==> src/design/ps2md_pkg.sv <==
// Shared constants for the PS/2 mouse packet decoder: packet phases, status bits, event kinds.
package ps2md_pkg;

    // Packet assembly phase codes
    localparam logic [1:0] PH_STATUS = 2'd0;
    localparam logic [1:0] PH_X      = 2'd1;
    localparam logic [1:0] PH_Y      = 2'd2;
    localparam logic [1:0] PH_SPARE  = 2'd3;   // never entered from reset

    // Status byte bit positions
    localparam int ALWAYS_ONE_POS = 3;
    localparam int X_SIGN_POS     = 4;
    localparam int Y_SIGN_POS     = 5;
    localparam int BUTTON_W       = 3;

    // Event kinds; each kind is also its bit position in the pending mask
    localparam logic [2:0] KIND_X      = 3'd0;
    localparam logic [2:0] KIND_Y      = 3'd1;
    localparam logic [2:0] KIND_LEFT   = 3'd2;
    localparam logic [2:0] KIND_RIGHT  = 3'd3;
    localparam logic [2:0] KIND_MIDDLE = 3'd4;
    localparam logic [2:0] KIND_SYNC   = 3'd5;

    localparam int KIND_COUNT = 6;
    localparam int VALUE_W    = 10;

    typedef logic [KIND_COUNT-1:0] event_mask_t;
    typedef logic signed [VALUE_W-1:0] event_value_t;

endpackage

==> src/design/ps2_mouse_packet_decoder.sv <==
// PS/2 mouse packet decoder: assembles three-byte packets and emits motion/button events.
//
// Bytes from the mouse enter through an input register, one transaction per cycle while
// in_stall is low. Status and X bytes (and a misaligned first byte, which is dropped) only
// update the packet state. The third byte of a packet is decoded in one pass into a
// pending-event mask plus X/Y deltas and buttons; the output register then issues one
// event per cycle from that mask while out_stall is low, in the order X, Y, left, right,
// middle, sync, so a packet with events causes two to six of them, and a quiet packet
// leaves the event stage untouched. The next byte is taken while the last event of the
// previous packet still waits in the output register. A byte passes through the input
// register, the pending-event mask and the output register. last_of_run marks the final
// event (always the sync) of a packet.
module ps2_mouse_packet_decoder
(
    input  logic                      clk,
    input  logic                      rst_n,
    input  logic                      in_valid,
    output logic                      in_stall,
    input  logic [7:0]                rx_byte,
    output logic                      out_valid,
    input  logic                      out_stall,
    output logic [2:0]                event_kind,
    output ps2md_pkg::event_value_t   event_value,
    output logic                      last_of_run
);

    // Input register
    logic       ib_valid_reg;
    logic       ib_valid_next;
    logic [7:0] ib_byte_reg;
    logic       ib_take;

    // Packet state
    logic [1:0]                     phase_reg;
    logic [1:0]                     phase_next;
    logic [7:0]                     status_reg;
    logic [7:0]                     status_next;
    logic [7:0]                     x_low_reg;
    logic [7:0]                     x_low_next;
    logic [ps2md_pkg::BUTTON_W-1:0] buttons_reg;
    logic [ps2md_pkg::BUTTON_W-1:0] buttons_next;

    // Decode of the byte in the input register
    ps2md_pkg::event_mask_t         dec_mask;
    ps2md_pkg::event_value_t        dec_dx;
    ps2md_pkg::event_value_t        dec_dy;
    logic [9:0]                     dec_y9;
    logic [ps2md_pkg::BUTTON_W-1:0] dec_buttons;
    logic [ps2md_pkg::BUTTON_W-1:0] dec_changed;
    logic                           dec_any;

    // Event stage
    ps2md_pkg::event_mask_t         pend_reg;
    ps2md_pkg::event_mask_t         pend_next;
    ps2md_pkg::event_mask_t         pend_after;
    ps2md_pkg::event_mask_t         sel_onehot;
    ps2md_pkg::event_value_t        dx_reg;
    ps2md_pkg::event_value_t        dy_reg;
    logic [ps2md_pkg::BUTTON_W-1:0] btn_reg;
    logic [2:0]                     sel_kind;
    ps2md_pkg::event_value_t        sel_value;
    logic                           issue;
    logic                           work_free;

    // Output register
    logic                           out_valid_reg;
    logic                           out_valid_next;
    logic [2:0]                     kind_reg;
    ps2md_pkg::event_value_t        value_reg;
    logic                           last_reg;
    logic                           out_free;

    // Decode: motion deltas, button changes and the set of events to emit
    always_comb
    begin
        dec_dx      = ps2md_pkg::event_value_t'({{2{status_reg[ps2md_pkg::X_SIGN_POS]}},
                                                 x_low_reg});
        dec_y9      = {{2{status_reg[ps2md_pkg::Y_SIGN_POS]}}, ib_byte_reg};
        dec_dy      = ps2md_pkg::event_value_t'(10'd0 - dec_y9);
        dec_buttons = status_reg[ps2md_pkg::BUTTON_W-1:0];
        dec_changed = dec_buttons ^ buttons_reg;
        dec_mask    = '0;
        if (phase_reg == ps2md_pkg::PH_Y)
        begin
            dec_mask[ps2md_pkg::KIND_X]      = (dec_dx != '0);
            dec_mask[ps2md_pkg::KIND_Y]      = (dec_dy != '0);
            dec_mask[ps2md_pkg::KIND_LEFT]   = dec_changed[0];
            dec_mask[ps2md_pkg::KIND_RIGHT]  = dec_changed[1];
            dec_mask[ps2md_pkg::KIND_MIDDLE] = dec_changed[2];
            dec_mask[ps2md_pkg::KIND_SYNC]   = (dec_dx != '0) || (dec_dy != '0) ||
                                               (dec_changed != '0);
        end
        dec_any = (dec_mask != '0);
    end

    // Next packet state when the input byte is consumed
    always_comb
    begin
        phase_next   = phase_reg;
        status_next  = status_reg;
        x_low_next   = x_low_reg;
        buttons_next = buttons_reg;
        if (ib_take)
        begin
            priority if (phase_reg == ps2md_pkg::PH_X)
            begin
                x_low_next = ib_byte_reg;
                phase_next = ps2md_pkg::PH_Y;
            end
            else if (phase_reg == ps2md_pkg::PH_Y)
            begin
                buttons_next = dec_buttons;
                phase_next   = ps2md_pkg::PH_STATUS;
            end
            else if (ib_byte_reg[ps2md_pkg::ALWAYS_ONE_POS])
            begin
                // first byte only when its always-one bit is set
                status_next = ib_byte_reg;
                phase_next  = ps2md_pkg::PH_X;
            end
        end
    end

    // Pick the lowest pending event
    always_comb
    begin
        sel_kind   = ps2md_pkg::KIND_SYNC;
        sel_onehot = '0;
        for (int i = ps2md_pkg::KIND_COUNT - 1; i >= 0; i--)
        begin
            if (pend_reg[i])
            begin
                sel_kind   = 3'(i);
                sel_onehot = ps2md_pkg::event_mask_t'(1) << i;
            end
        end
        unique case (sel_kind)
            ps2md_pkg::KIND_X:      sel_value = dx_reg;
            ps2md_pkg::KIND_Y:      sel_value = dy_reg;
            ps2md_pkg::KIND_LEFT:   sel_value = ps2md_pkg::event_value_t'(btn_reg[0]);
            ps2md_pkg::KIND_RIGHT:  sel_value = ps2md_pkg::event_value_t'(btn_reg[1]);
            ps2md_pkg::KIND_MIDDLE: sel_value = ps2md_pkg::event_value_t'(btn_reg[2]);
            default:                sel_value = '0;
        endcase
    end

    // Handshake and event-stage flow
    always_comb
    begin
        out_free   = !out_valid_reg || !out_stall;
        issue      = out_free && (pend_reg != '0);
        pend_after = issue ? (pend_reg & ~sel_onehot) : pend_reg;
        work_free  = (pend_after == '0);
        ib_take    = ib_valid_reg && (work_free || !dec_any);
        in_stall   = ib_valid_reg && !ib_take;
        pend_next  = (ib_take && dec_any) ? dec_mask : pend_after;

        ib_valid_next = ib_valid_reg && !ib_take;
        if (in_valid && !in_stall)
        begin
            ib_valid_next = 1'b1;
        end

        out_valid_next = out_valid_reg && out_stall;
        if (out_free)
        begin
            out_valid_next = (pend_reg != '0);
        end
    end

    // Control and state registers
    always_ff @(posedge clk or negedge rst_n)
    begin
        if (!rst_n)
        begin
            ib_valid_reg  <= 1'b0;
            phase_reg     <= ps2md_pkg::PH_STATUS;
            status_reg    <= '0;
            x_low_reg     <= '0;
            buttons_reg   <= '0;
            pend_reg      <= '0;
            out_valid_reg <= 1'b0;
        end
        else
        begin
            ib_valid_reg  <= ib_valid_next;
            phase_reg     <= phase_next;
            status_reg    <= status_next;
            x_low_reg     <= x_low_next;
            buttons_reg   <= buttons_next;
            pend_reg      <= pend_next;
            out_valid_reg <= out_valid_next;
        end
    end

    // Payload registers
    always_ff @(posedge clk)
    begin
        if (in_valid && !in_stall)
        begin
            ib_byte_reg <= rx_byte;
        end
        if (ib_take && dec_any)
        begin
            dx_reg  <= dec_dx;
            dy_reg  <= dec_dy;
            btn_reg <= dec_buttons;
        end
        if (issue)
        begin
            kind_reg  <= sel_kind;
            value_reg <= sel_value;
            last_reg  <= ((pend_reg & ~sel_onehot) == '0);
        end
    end

    assign out_valid   = out_valid_reg;
    assign event_kind  = kind_reg;
    assign event_value = value_reg;
    assign last_of_run = last_reg;

`ifndef SYNTHESIS
    // Any pending motion or button event always brings a closing sync
    a_sync_pending: assert property (@(posedge clk) disable iff (!rst_n)
        (pend_reg[ps2md_pkg::KIND_COUNT-2:0] != '0) |-> pend_reg[ps2md_pkg::KIND_SYNC])
        else $error("pending events without sync");

    // Unused phase code is never reached
    a_phase_legal: assert property (@(posedge clk) disable iff (!rst_n)
        phase_reg != ps2md_pkg::PH_SPARE)
        else $error("packet phase left the legal range");

    // A completing byte with events lands in the event stage
    a_load_events: assert property (@(posedge clk) disable iff (!rst_n)
        (ib_take && dec_any) |=> (pend_reg != '0))
        else $error("decoded events were lost");

    // The sync event closes its run
    a_sync_last: assert property (@(posedge clk) disable iff (!rst_n)
        (out_valid_reg && (kind_reg == ps2md_pkg::KIND_SYNC)) |-> last_reg)
        else $error("sync event not flagged as last");
`endif

endmodule
==> config.mk <==
export PLATFORM = sky130hd
export DESIGN_NAME = ps2_mouse_packet_decoder
export DESIGN_NICKNAME = d
export VERILOG_FILES = /design/src/design/ps2md_pkg.sv /design/src/design/ps2_mouse_packet_decoder.sv
export SDC_FILE = /design/constraint.sdc
export NUM_CORES = 1
export LEC_CHECK = 0
export BUFFER_PORTS_ARGS = -buffer_cell sky130_fd_sc_hd__buf_2
export CAP_MARGIN = 10
export CORE_MARGIN = 5
export CORE_UTILIZATION = 34
export CTS_CLUSTER_SIZE = 10
export DETAILED_ROUTE_END_ITERATION = 12
export GPL_ROUTABILITY_DRIVEN = 0
export MAX_ROUTING_LAYER = met4
export PLACE_DENSITY_LB_ADDON = 0.12
export SYNTH_ARGS = -nofsm -noshare
export SYNTH_HDL_FRONTEND = slang
export SYNTH_SLANG_ARGS = --single-unit
==> constraint.sdc <==
create_clock -name clk -period 3.6 [get_ports clk]
set_input_delay 0.54 -clock clk [delete_from_list [all_inputs] [get_ports clk]]
set_output_delay 0.54 -clock clk [all_outputs]
set_load 0.05 [all_outputs]
* After elaboration in Yosys (flattened, before gate mapping)
Index checks and enable logic that the tools add are counted.
** Operators by class
- Reduce and logical (&&, ||, !) cells :: 28
- Muxes and demuxes :: 20
- Equal/unequal tests :: 6
- $add $sub $neg :: 1
- Bitwise gates (word level) :: 5
** Operators by type and width (count)
- two-way mux 6 bit :: 9
- case mux 10 bit (5 select lines) :: 1
- nonzero test 10 bit :: 2
- zero test 6 bit :: 2
- two-way mux 3 bit :: 4
- nonzero test 6 bit :: 2
- subtractor 1 x 9 -> 10 bit (first input constant) :: 1
- bitwise AND 6 bit :: 1
- == test 3 x 2 -> 1 bit (second input constant) :: 2
- logical AND 1 bit :: 6
- two-way mux 2 bit :: 3
- inverter 6 bit :: 1
- nonzero test 3 bit :: 2
- zero test 1 bit :: 5
- logical OR 1 bit :: 4
- AND reduction 2 bit :: 2
- AND reduction 4 bit :: 1
- == test 3 x 1 -> 1 bit (second input constant) :: 1
- == test 3 bit (second input constant) :: 1
- zero test 3 bit :: 1
- two-way mux 1 bit :: 3
- AND reduction 3 bit :: 1
- bitwise XOR 3 bit :: 1
- == test 2 x 1 -> 1 bit (second input constant) :: 1
- 2 further kinds :: 3
** Storage, ports and cells
- Bits of input ports :: 12
- Output and inout bits :: 16
- Flip-flop bits (word level) :: 71

* Longest topological paths before layout
Gate-level depths: netlist of run 1.
- Depth in word-level cells :: 17
- Depth in mapped cells :: 9
- Mapped depth without buffers :: 8

* Least setup slack after synthesis of run 1
Ideal clock, no wire load.
- Path kind :: register to output
- From :: register ib_byte_reg[0]
- To :: output in_stall
- Data arrival time :: 2.437 ns
- Path buffers :: 1
- Required time :: 3.060 ns
- Setup slack :: 0.623 ns
- Cell stages (with the launch flop) :: 10
- Cell sequence :: edfxtp_1 inv_1 ha_1 or3b_2 clkbuf_1 and2_1 a221o_1 nand4_4 nand4_1 inv_1
** Between the ends
- Cells in the longest elaborated chain, start to end :: 11
** RTL lines
- start, declared :: RTL line ps2_mouse_packet_decoder.sv:30 : logic [7:0] ib_byte_reg;
- start signal, assigned :: RTL line ps2_mouse_packet_decoder.sv:201 : ib_byte_reg <= rx_byte;
- subtractor 1 x 9 -> 10 bit * :: RTL line ps2_mouse_packet_decoder.sv:79 : dec_dy = ps2md_pkg::event_value_t'(10'd0 - dec_y9);
- nonzero test 10 bit * :: RTL line ps2_mouse_packet_decoder.sv:86, ps2_mouse_packet_decoder.sv:90
- logical OR 1 bit (2 in a row) :: RTL line ps2_mouse_packet_decoder.sv:90 : dec_mask[ps2md_pkg::KIND_SYNC] = (dec_dx != '0) || (dec_dy != '0) ||
- two-way mux 6 bit * :: RTL line ps2_mouse_packet_decoder.sv:83 : if (phase_reg == ps2md_pkg::PH_Y)
- nonzero test 6 bit * :: RTL line ps2_mouse_packet_decoder.sv:93 : dec_any = (dec_mask != '0);
- zero test 1 bit * :: RTL line ps2_mouse_packet_decoder.sv:154 : ib_take = ib_valid_reg && (work_free || !dec_any);
- logical OR 1 bit * :: RTL line ps2_mouse_packet_decoder.sv:154
- logical AND 1 bit * :: RTL line ps2_mouse_packet_decoder.sv:154
- zero test 1 bit * :: RTL line ps2_mouse_packet_decoder.sv:155 : in_stall = ib_valid_reg && !ib_take;
- logical AND 1 bit * :: RTL line ps2_mouse_packet_decoder.sv:155
- end, declared :: RTL line ps2_mouse_packet_decoder.sv:18 : output logic in_stall,
Mark *: on every way between the ends. The rest lies on a longest branch, timed or not.

* Worst setup path after layout of run 1
- From :: register ib_byte_reg[1]
- To :: output in_stall
Same word-level chain as after synthesis.

==> run metrics, run 1 <==
Cell Area, Synth=3090 um2; Routed WL=5890 um; Max Clk Rate=292 MHz; antenna violations before repair=0; Detailed Routing Iterations Pass 1=4; CTS buffer count=9; Critical Path RT=3.06 ns; critical setup path kind=reg -> out; fill count=851; Syn Nets=258; Clock Tree Root=clkbuf_8; Total Routing Usage GR=11.8%; Synth Register Bits=70; Leak Pwr=0.00140 uW; metal2 WL=2590 um; status=completed; first-pass GRT wire length=9950 um; Post-DP Area=3350 um2; Max Fanout on Critical Path=7; Worst Tran Pin Value=0.639 ns; largest net degree at the start of global routing=27; ys flop type=edfxtp_1; top routing layer in use=met4; hold crit path type=in -> async; global route total overflow=0; slew margin rel.=57.4%; Die X-Extent=105 um; DRC viols=0; PwrDens=926 nW/um2; clock transition at the registers of the reported paths=0.07 ns; # diodes=0; num ports=28; WL met1=2940 um; IO buf count=27; DR vias/cell=4.91; core region area=8810 um2; Sink Count=70; H-Tree Depth=3; Cells after Synth=242; DR WL/cell=15.2 um; count of pins over their slew limit=0; Synth Area per Inst=12.8 um2; multi-input logic area=1040 um2; die area=11100 um2; Worst setup EP type=output port; fin area=3550 um2; CTS Buffer Depth=2; most common cell after layout, fill and taps aside=edfxtp_1; Initial Util=35.1%; Hold-fix buffers, CTS=0; sequential cell area fraction in the yosys report=63.8%; final net count=290; Clock Latency Late Sink=0.34 ns; Finish-stage setup viols=0; Worst Setup Start Kind=register; num rows=34; peak supply drop=0.284 mV; Hold Vio Cnt, Final=0; DR vias=1899; CTS tree=done; commonest non-fill, non-tap cells in the layout=edfxtp_1, dfrtp_1, buf_2; layout cell share with drive strength beyond 1=21.9%; drt initial violations=62; Antenna Nets Post-Route=0; post-synth cell types=48; metal3 WL=260 um; Worst EP arrival=2.89 ns; synth warn=0; maxcap violations=0; Post-DP HPWL=4220 um; die height=105 um; fin crit period=3.43 ns; PnR Total Power=3280 uW; Setup Skew=0.00842 ns; Layout area overhead=14.7%; Async SR Flop Fraction=37.1%; register area=1970 um2; vias in the first global route=1891; period utilization=95.2%; Post-synth EDFFs=44
[layer usage]
metal | track usage, % | up-vias
li1 | - | 958
met1 | 15.8 | 896
met2 | 16.6 | 38
met3 | 2.81 | 7
met4 | 5.90 | 0
met5 | - | -
[repair_timing]
action / CTS / global route
endpoints found under the setup margin: 0 / 1
gates resized for setup: 0 / 1
endpoints found under the hold margin: 0 / 0
setup buffers: 0 / 1
[per-stage QoR]
stage	setup TNS [ns]	hold WS (ns)	util [%]	worst slack [ns]	cells
2_1_floorplan	0	0.244	-	0.623	242
3_3_place_gp	0	0.448	38.1	0.572	370
3_5_place_dp	0	0.451	38.1	0.505	370
4_1_cts	0	0.236	40.2	0.130	386
5_1_grt	-0.00483	0.266	40.3	-0.00483	387
6_report	0	0.215	40.3	0.173	387
[where the power goes]
part	switching (uW)	internal, uW
clock network	283	316
logic	794	411
registers	224	1260
[cell type report]
cell class	instances	share of cell area, %
Sequential cell	70	55.6
Multi-Input combinational cell	151	29.3
Timing Repair Buffer	33	5.15
Tap cell	108	3.81
Clock buffer	11	3.70
Clock inverter	5	1.45
Inverter	9	0.952
[final timing paths]
kind | startpoint | endpoint | slack (ns) | cells after the start
min in group clk | rx_byte[3] | ib_byte_reg[3]$_DFFE_PP_ | 0.37 | 1
max | ib_byte_reg[1]$_DFFE_PP_ | in_stall | 0.17 | 9
max in group asynchronous | rst_n | status_reg[4]$_DFFE_PN0P_ | 2.96 | 1
min | rst_n | x_low_reg[4]$_DFFE_PN0P_ | 0.22 | 1
min reg2reg | x_low_reg[4]$_DFFE_PN0P_ | dx_reg[4]$_DFFE_PP_ | 0.47 | 0
max reg2reg | ib_byte_reg[1]$_DFFE_PP_ | dx_reg[8]$_DFFE_PP_ | 0.70 | 9
[critical path, cell delays in order, from the launching register on]
cell,delay [ns]
edfxtp_1,0.48
inv_1,0.13
ha_1,0.24
or3b_2,0.52
and2_1,0.18
a221o_1,0.34
nand4_4,0.18
nand4_1,0.17
inv_1,0.09
clkbuf_4,0.22
[synth_stat cells (2+ instances only)]
master | n | area share, %
a22o_1 | 4 | 1.1
a21o_1 | 2 | 0.49
and2_1 | 4 | 0.81
inv_1 | 9 | 1.1
nor3_1 | 7 | 1.1
dfrtp_1 | 26 | 21
nor2_1 | 12 | 1.5
ha_1 | 4 | 1.6
clkbuf_1 | 10 | 1.2
nand2_1 | 24 | 2.9
nor4_1 | 4 | 0.81
a21oi_1 | 7 | 1.1
o21ai_0 | 12 | 1.9
nand3_1 | 6 | 0.97
xnor2_1 | 4 | 1.1
nand2b_1 | 4 | 0.81
xor2_1 | 4 | 1.1
edfxtp_1 | 44 | 43
mux2_2 | 8 | 2.9
mux2_1 | 8 | 2.9
maj3_1 | 3 | 0.97
or4_1 | 4 | 0.97
nand4_1 | 2 | 0.40
or3_1 | 5 | 1.0
a21boi_0 | 2 | 0.49
[cells by family after synthesis]
| group | Yosys count | synth area share (%) |
|---|---|---|
| adders and majority gates | 7 | 2.59 |
| AOI/OAI and AO/OA | 41 | 9.59 |
| and+or+nand+nor | 79 | 13.4 |
| xor gates and xnor gates | 8 | 2.27 |
| buffers and inverters | 21 | 2.59 |
| DFF | 70 | 63.8 |
| muxes | 16 | 5.83 |
Power figures use the tool's default switching activity.
==> inputs of run 2 (changes only) <==
--- a/config.mk
+++ b/config.mk
@@ -5,10 +5,10 @@
 export SDC_FILE = /design/constraint.sdc
 export NUM_CORES = 1
 export LEC_CHECK = 0
-export BUFFER_PORTS_ARGS = -buffer_cell sky130_fd_sc_hd__buf_2
+export BUFFER_PORTS_ARGS = -buffer_cell sky130_fd_sc_hd__buf_4
 export CAP_MARGIN = 10
 export CORE_MARGIN = 5
-export CORE_UTILIZATION = 34
+export CORE_UTILIZATION = 58
 export CTS_CLUSTER_SIZE = 10
 export DETAILED_ROUTE_END_ITERATION = 12
 export GPL_ROUTABILITY_DRIVEN = 0
==> run 2 against run 1 <==
Net effect:
- sequential cell count stayed put
- cell area is 2.0% higher
- non-clock buffer count is 2 higher
- first-iteration DRC count is 27% higher
- critical path type unchanged
- largest cell class unchanged
==> run metrics, run 2 (synthesis gave the netlist of run 1 again) <==
status=completed; CTS Buffer Depth=2 (unchanged); DR vias=1959 (+3.2%); fin crit period=3.39 ns (-0.0334 ns); Max stage delay cell, worst path=or3b_2; num rows=26 (-24%); Hold Vio Cnt, Final=0 (unchanged); final net count=292 (+0.69%); die height=83.0 um (-21%); DRC viols=0 (unchanged); global route total overflow=0 (unchanged); worst hold slack=0.0889 ns (-0.126 ns); Max Clk Rate=295 MHz (+0.98%); Critical Path RT=3.06 ns (about the same); Antenna Nets Post-Route=0 (unchanged); critical setup path kind=reg -> out; reg-to-reg startpoint=ib_byte_reg[1]$_DFFE_PP_; fin area=3620 um2 (+2.0%); antenna violations before repair=0 (unchanged); clock transition at the registers of the reported paths=0.08 ns (about the same); Layout area overhead=17.0%; Worst Tran Pin Value=0.703 ns (+0.0638 ns); Initial Util=60.2% (+25 points); Worst EP arrival=2.85 ns (-0.04 ns); period utilization=94.3% (-0.93 points); die area=6890 um2 (-38%); Worst R2R End=ib_byte_reg[0]$_DFFE_PP_; Clock Latency Late Sink=0.35 ns (about the same); # diodes=0 (unchanged); CTS tree=done; Routed WL=5110 um (-13%); DR vias/cell=5.58 (+14%); crit-path most repeated cell=inv_1; Clock Tree Root=clkbuf_8; num ports=28 (unchanged); Worst Setup Start Kind=register; count of pins over their slew limit=0 (unchanged); core region area=5140 um2 (-42%); vias in the first global route=1850 (-2.2%); CTS resizes=0 (unchanged); Worst setup EP type=output port; Post-DP Area=3370 um2 (+0.37%); R2R setup slack=0.76 ns (+0.06 ns); hold crit path type=in -> async; setup_tns=0 ns (unchanged); Setup Skew=0.00774 ns (-0.000678 ns); IO buf count=27 (unchanged); Finish-stage setup viols=0 (unchanged); Leak Pwr=0.00145 uW (+3.5%); most common cell after layout, fill and taps aside=edfxtp_1; Die X-Extent=83.0 um (-21%); H-Tree Depth=3 (unchanged); largest net degree at the start of global routing=27 (unchanged); final core occ=70.4% (+30 points); drt initial violations=79 (+27%); maxcap violations=0 (unchanged); fill count=376 (-56%); Sink Count=70 (unchanged); Post-DP HPWL=3530 um (-16%); Total Routing Usage GR=16.7% (+4.9 points); slew margin rel.=53.1% (-4.3 points); Worst R2R Path Depth=8 (-1); PwrDens=940 nW/um2 (+1.5%); first-pass GRT wire length=8810 um (-11%); layout cell share with drive strength beyond 1=23.1% (+1.3 points); Detailed Routing Iterations Pass 1=6 (+2); Critical Path, Cell by Cell=inv_1, ha_1, or3b_2, and2_1, a221o_1, nand4_4, nand4_1, inv_1, buf_4; CTS buffer count=9 (unchanged); commonest non-fill, non-tap cells in the layout=edfxtp_1, buf_4, dfrtp_1; DR WL/cell=14.6 um (-4.3%); RSZ-0062 raised after global routing=no; Max Fanout on Critical Path=7 (unchanged); PnR Total Power=3400 uW (+3.5%); peak supply drop=0.435 mV (+53%); CP peak stage delay=0.53 ns (about the same)
[run 2: cell types whose count changed in the layout (fill, tap and decap cells not counted), sizes merged]
cell	change
buf	+3
inv	+1
bufinv	+1
clkbuf	-3
[run 2: per-stage QoR]
stage                     worst slack [ns]  cells
after floorplan                      0.623    242
after CTS                            0.158    347
after detailed placement             0.543    331
after global routing               0.00416    351
final                                0.207    351
after global placement               0.632    331
[run 2: cell type report]
type / count / area [um2] / area share, %
timing repair buffer: 35 / 263 / 7.26
inverter: 9 / 33.8 / 0.934
sequential: 70 / 1970 / 54.5
clock inverter: 7 / 97.6 / 2.70
multi-input combinational: 151 / 1040 / 28.8
clock buffer: 9 / 124 / 3.42
tap: 70 / 87.6 / 2.42
[run 2: what timing repair did]
action / in CTS / in global routing
hold buffers: 0 / 0
buffers inserted: 0 / 4
setup endpoints to repair: 0 / 1
[run 2: how the worst max path moves through the flow]
stage,slack (ns),cells after the start,endpoint,start
floorplan,0.62,9,in_stall,ib_byte_reg[0]$_DFFE_PP_
detailed placement,0.54,9,in_stall,ib_byte_reg[0]$_DFFE_PP_
CTS,0.16,9,in_stall,ib_byte_reg[0]$_DFFE_PP_
global placement,0.63,9,in_stall,ib_byte_reg[0]$_DFFE_PP_
finish,0.21,9,in_stall,ib_byte_reg[1]$_DFFE_PP_
global route,0.004,9,in_stall,ib_byte_reg[1]$_DFFE_PP_
[run 2: critical path: cells and delay by family, from the launching register on]
family          cells  cell delay (ns)
buf+inv             3             0.39
fa+ha+maj           1             0.24
compound gates      1             0.36
flops               1             0.46
simple gates        4             1.06
[run 2: metal layers]
metal | routed length [um] | part of all wire [%] | vias to the layer above | track usage [%]
li1 | - | - | 962 | -
met1 | 2350 | 46 | 927 | 21.1
met2 | 2350 | 46 | 56 | 24.7
met3 | 257 | 5.0 | 14 | 3.76
met4 | 154 | 3.0 | 0 | 9.81
met5 | 0 | 0 | - | -
[run 2: where the power goes]
part	internal (uW)	total, uW	switching, uW
sequential	1260	1500	246
clock	392	696	304
combinational	459	1200	744
==> inputs of run 3 (changes only) <==
--- a/config.mk
+++ b/config.mk
@@ -5,12 +5,14 @@
 export SDC_FILE = /design/constraint.sdc
 export NUM_CORES = 1
 export LEC_CHECK = 0
-export BUFFER_PORTS_ARGS = -buffer_cell sky130_fd_sc_hd__buf_4
 export CAP_MARGIN = 10
+export CELL_PAD_IN_SITES_DETAIL_PLACEMENT = 1
+export CELL_PAD_IN_SITES_GLOBAL_PLACEMENT = 2
 export CORE_MARGIN = 5
-export CORE_UTILIZATION = 58
+export CORE_UTILIZATION = 43
 export CTS_CLUSTER_SIZE = 10
 export DETAILED_ROUTE_END_ITERATION = 12
+export DONT_BUFFER_PORTS = 1
 export GPL_ROUTABILITY_DRIVEN = 0
 export MAX_ROUTING_LAYER = met4
 export PLACE_DENSITY_LB_ADDON = 0.12
==> run 3 against run 2 <==
Net effect:
- fmax is 0.73% lower
- total power is 6.5% lower
- die area is 30% higher
- combinational power is 31% lower
- core utilization is 23 points lower
- setup slack worse by 0.025 ns
- clock skew is 0.00063 ns lower
- worst hold slack better by 0.21 ns
- cell area is 6.1% lower
- clock power is 22% lower
- critical endpoint unchanged
==> run metrics, run 3 (synthesis gave the netlist of run 1 again) <==
Die X-Extent=94.8 um (+14%); PwrDens=936 nW/um2 (-0.39%); Max stage delay cell, worst path=or3b_2; DR vias/cell=5.36 (-4.0%); maxcap violations=0 (unchanged); Clk network pwr share=17.0% (-3.5 points); num rows=31 (+19%); Worst setup EP type=output port; hold crit path type=in -> reg; die height=94.8 um (+14%); Post-DP Area=3200 um2 (-4.9%); Finish-stage setup viols=0 (unchanged); die area=8990 um2 (+30%); DRC viols=0 (unchanged); # diodes=0 (unchanged); Routed WL=6070 um (+19%); Leak Pwr=0.00128 uW (-11%); hold depth=0; period utilization=95.0% (+0.70 points); HP Start=rx_byte[6]; Net Sw Frac=40.9% (+2.8 points); final core occ=47.6% (-23 points); fin crit period=3.42 ns (+0.0251 ns); DR vias=1880 (-4.0%); CP peak stage delay=0.53 ns (about the same); status=completed; register share of total power=57.0% (+13 points); slew margin rel.=60.2% (+7.1 points); commonest non-fill, non-tap cells in the layout=edfxtp_1, dfrtp_1, nand2_1; Bufs and invs on worst path=2 (-1); num ports=28 (unchanged); critical setup path kind=reg -> out; count of pins over their slew limit=0 (unchanged); final net count=263 (-9.9%); Detailed Routing Iterations Pass 1=4 (-2); Max Fanout on Critical Path=8 (+1); Sink Count=70 (unchanged); Worst R2R End=dy_reg[5]$_DFFE_PP_; setup_tns=0 ns (unchanged); CTS buffer count=9 (unchanged); Worst Setup Start Kind=register; Worst Tran Pin Value=0.597 ns (-0.106 ns); Clock Tree Root=clkbuf_8; fin area=3400 um2 (-6.1%); most common cell after layout, fill and taps aside=edfxtp_1; Setup Skew=0.00711 ns (-0.000625 ns); hold endpoint=ib_byte_reg[6]$_DFFE_PP_; IO buf count=0 (-100%); H-Tree Depth=3 (unchanged); antenna violations before repair=0 (unchanged); Critical Path RT=3.06 ns (about the same); peak supply drop=0.333 mV (-23%); largest net degree at the start of global routing=27 (unchanged); reg-to-reg startpoint=ib_byte_reg[0]$_DFFE_PP_; Initial Util=43.3% (-17 points); core region area=7140 um2 (+39%); DR WL/cell=17.3 um (+19%); Post-CTS Setup Bufs=0 (unchanged); CTS Buffer Depth=2 (unchanged); CTS tree=done; Max Clk Rate=293 MHz (-0.73%); Clock Latency Late Sink=0.34 ns (about the same); RSZ-0062 raised after global routing=no; Post-DP HPWL=4430 um (+26%); Layout area overhead=9.83%; combinational share of power=26.0% (-9.4 points); Hold Vio Cnt, Final=0 (unchanged); P_int=1880 uW (-11%); layout cell share with drive strength beyond 1=13.5% (-9.6 points); Worst R2R Path Depth=9 (+1); R2R setup slack=0.66 ns (-0.10 ns); P_sw=1300 uW (+0.51%); first-pass GRT wire length=10500 um (+19%); Critical Path, Cell by Cell=inv_1, ha_1, or3b_2, and2_1, a221o_1, nand4_4, nand4_1, inv_2; Total Routing Usage GR=16.0% (-0.74 points); clock transition at the registers of the reported paths=0.07 ns (about the same); Antenna Nets Post-Route=0 (unchanged); global route total overflow=0 (unchanged); drt initial violations=62 (-22%); vias in the first global route=2079 (+12%); delay-heaviest family, CP=simple AND/OR/NAND/NOR gates; Worst EP arrival=2.88 ns (+0.03 ns)
-- run 3: metal layers --
metal  global-route usage [%]  vias to the layer above  part of all wire (%)
li1                         -                      897                     -
met1                     19.9                      931                    48
met2                     24.8                       42                    48
met3                     3.59                       10                   2.9
met4                     7.33                        0                   1.5
met5                        -                        -                     0
-- run 3: cell type report --
type / instances / area, um2
Clock buffer: 11 / 141
Clock inverter: 5 / 25.0
Fill cell: 766 / 3740
Inverter: 9 / 33.8
Multi-Input combinational cell: 151 / 1040
Sequential cell: 70 / 1970
Tap cell: 99 / 124
Timing Repair Buffer: 6 / 60.1
-- run 3: what timing repair did --
item                       4_1_cts  5_1_grt
hold buffers                     2        0
hold endpoints to repair        26        0
setup endpoints to repair        0        1
gates resized for setup          0        1
-- run 3: through the flow --
step / power [uW] / worst slack, ns / hold WS [ns] / instances
2_1_floorplan: 2390 / 0.623 / 0.244 / 242
3_3_place_gp: 2610 / 0.532 / 0.245 / 333
3_5_place_dp: 2660 / 0.457 / 0.245 / 333
4_1_cts: 3220 / 0.0640 / 0.277 / 351
5_1_grt: 3390 / 0.00146 / 0.265 / 351
6_report: 3180 / 0.182 / 0.294 / 351
-- run 3: how the worst max path moves through the flow --
| stage | from | to | cells past startpoint |
|---|---|---|---|
| after floorplan | ib_byte_reg[0]$_DFFE_PP_ | in_stall | 9 |
| after global placement | ib_byte_reg[0]$_DFFE_PP_ | in_stall | 8 |
| after detailed placement | ib_byte_reg[0]$_DFFE_PP_ | in_stall | 8 |
| after CTS | ib_byte_reg[0]$_DFFE_PP_ | in_stall | 8 |
| after global routing | ib_byte_reg[0]$_DFFE_PP_ | in_stall | 8 |
| final | ib_byte_reg[0]$_DFFE_PP_ | in_stall | 8 |
-- run 3: power by group through the flow --
stage               combinational (uW)  sequential [uW]  clock, uW
finish                             827             1810        541
global route                       935             1850        602
CTS                                840             1820        560
detailed placement                 827             1830          0
global placement                   793             1820          0
floorplan                          692             1700          0
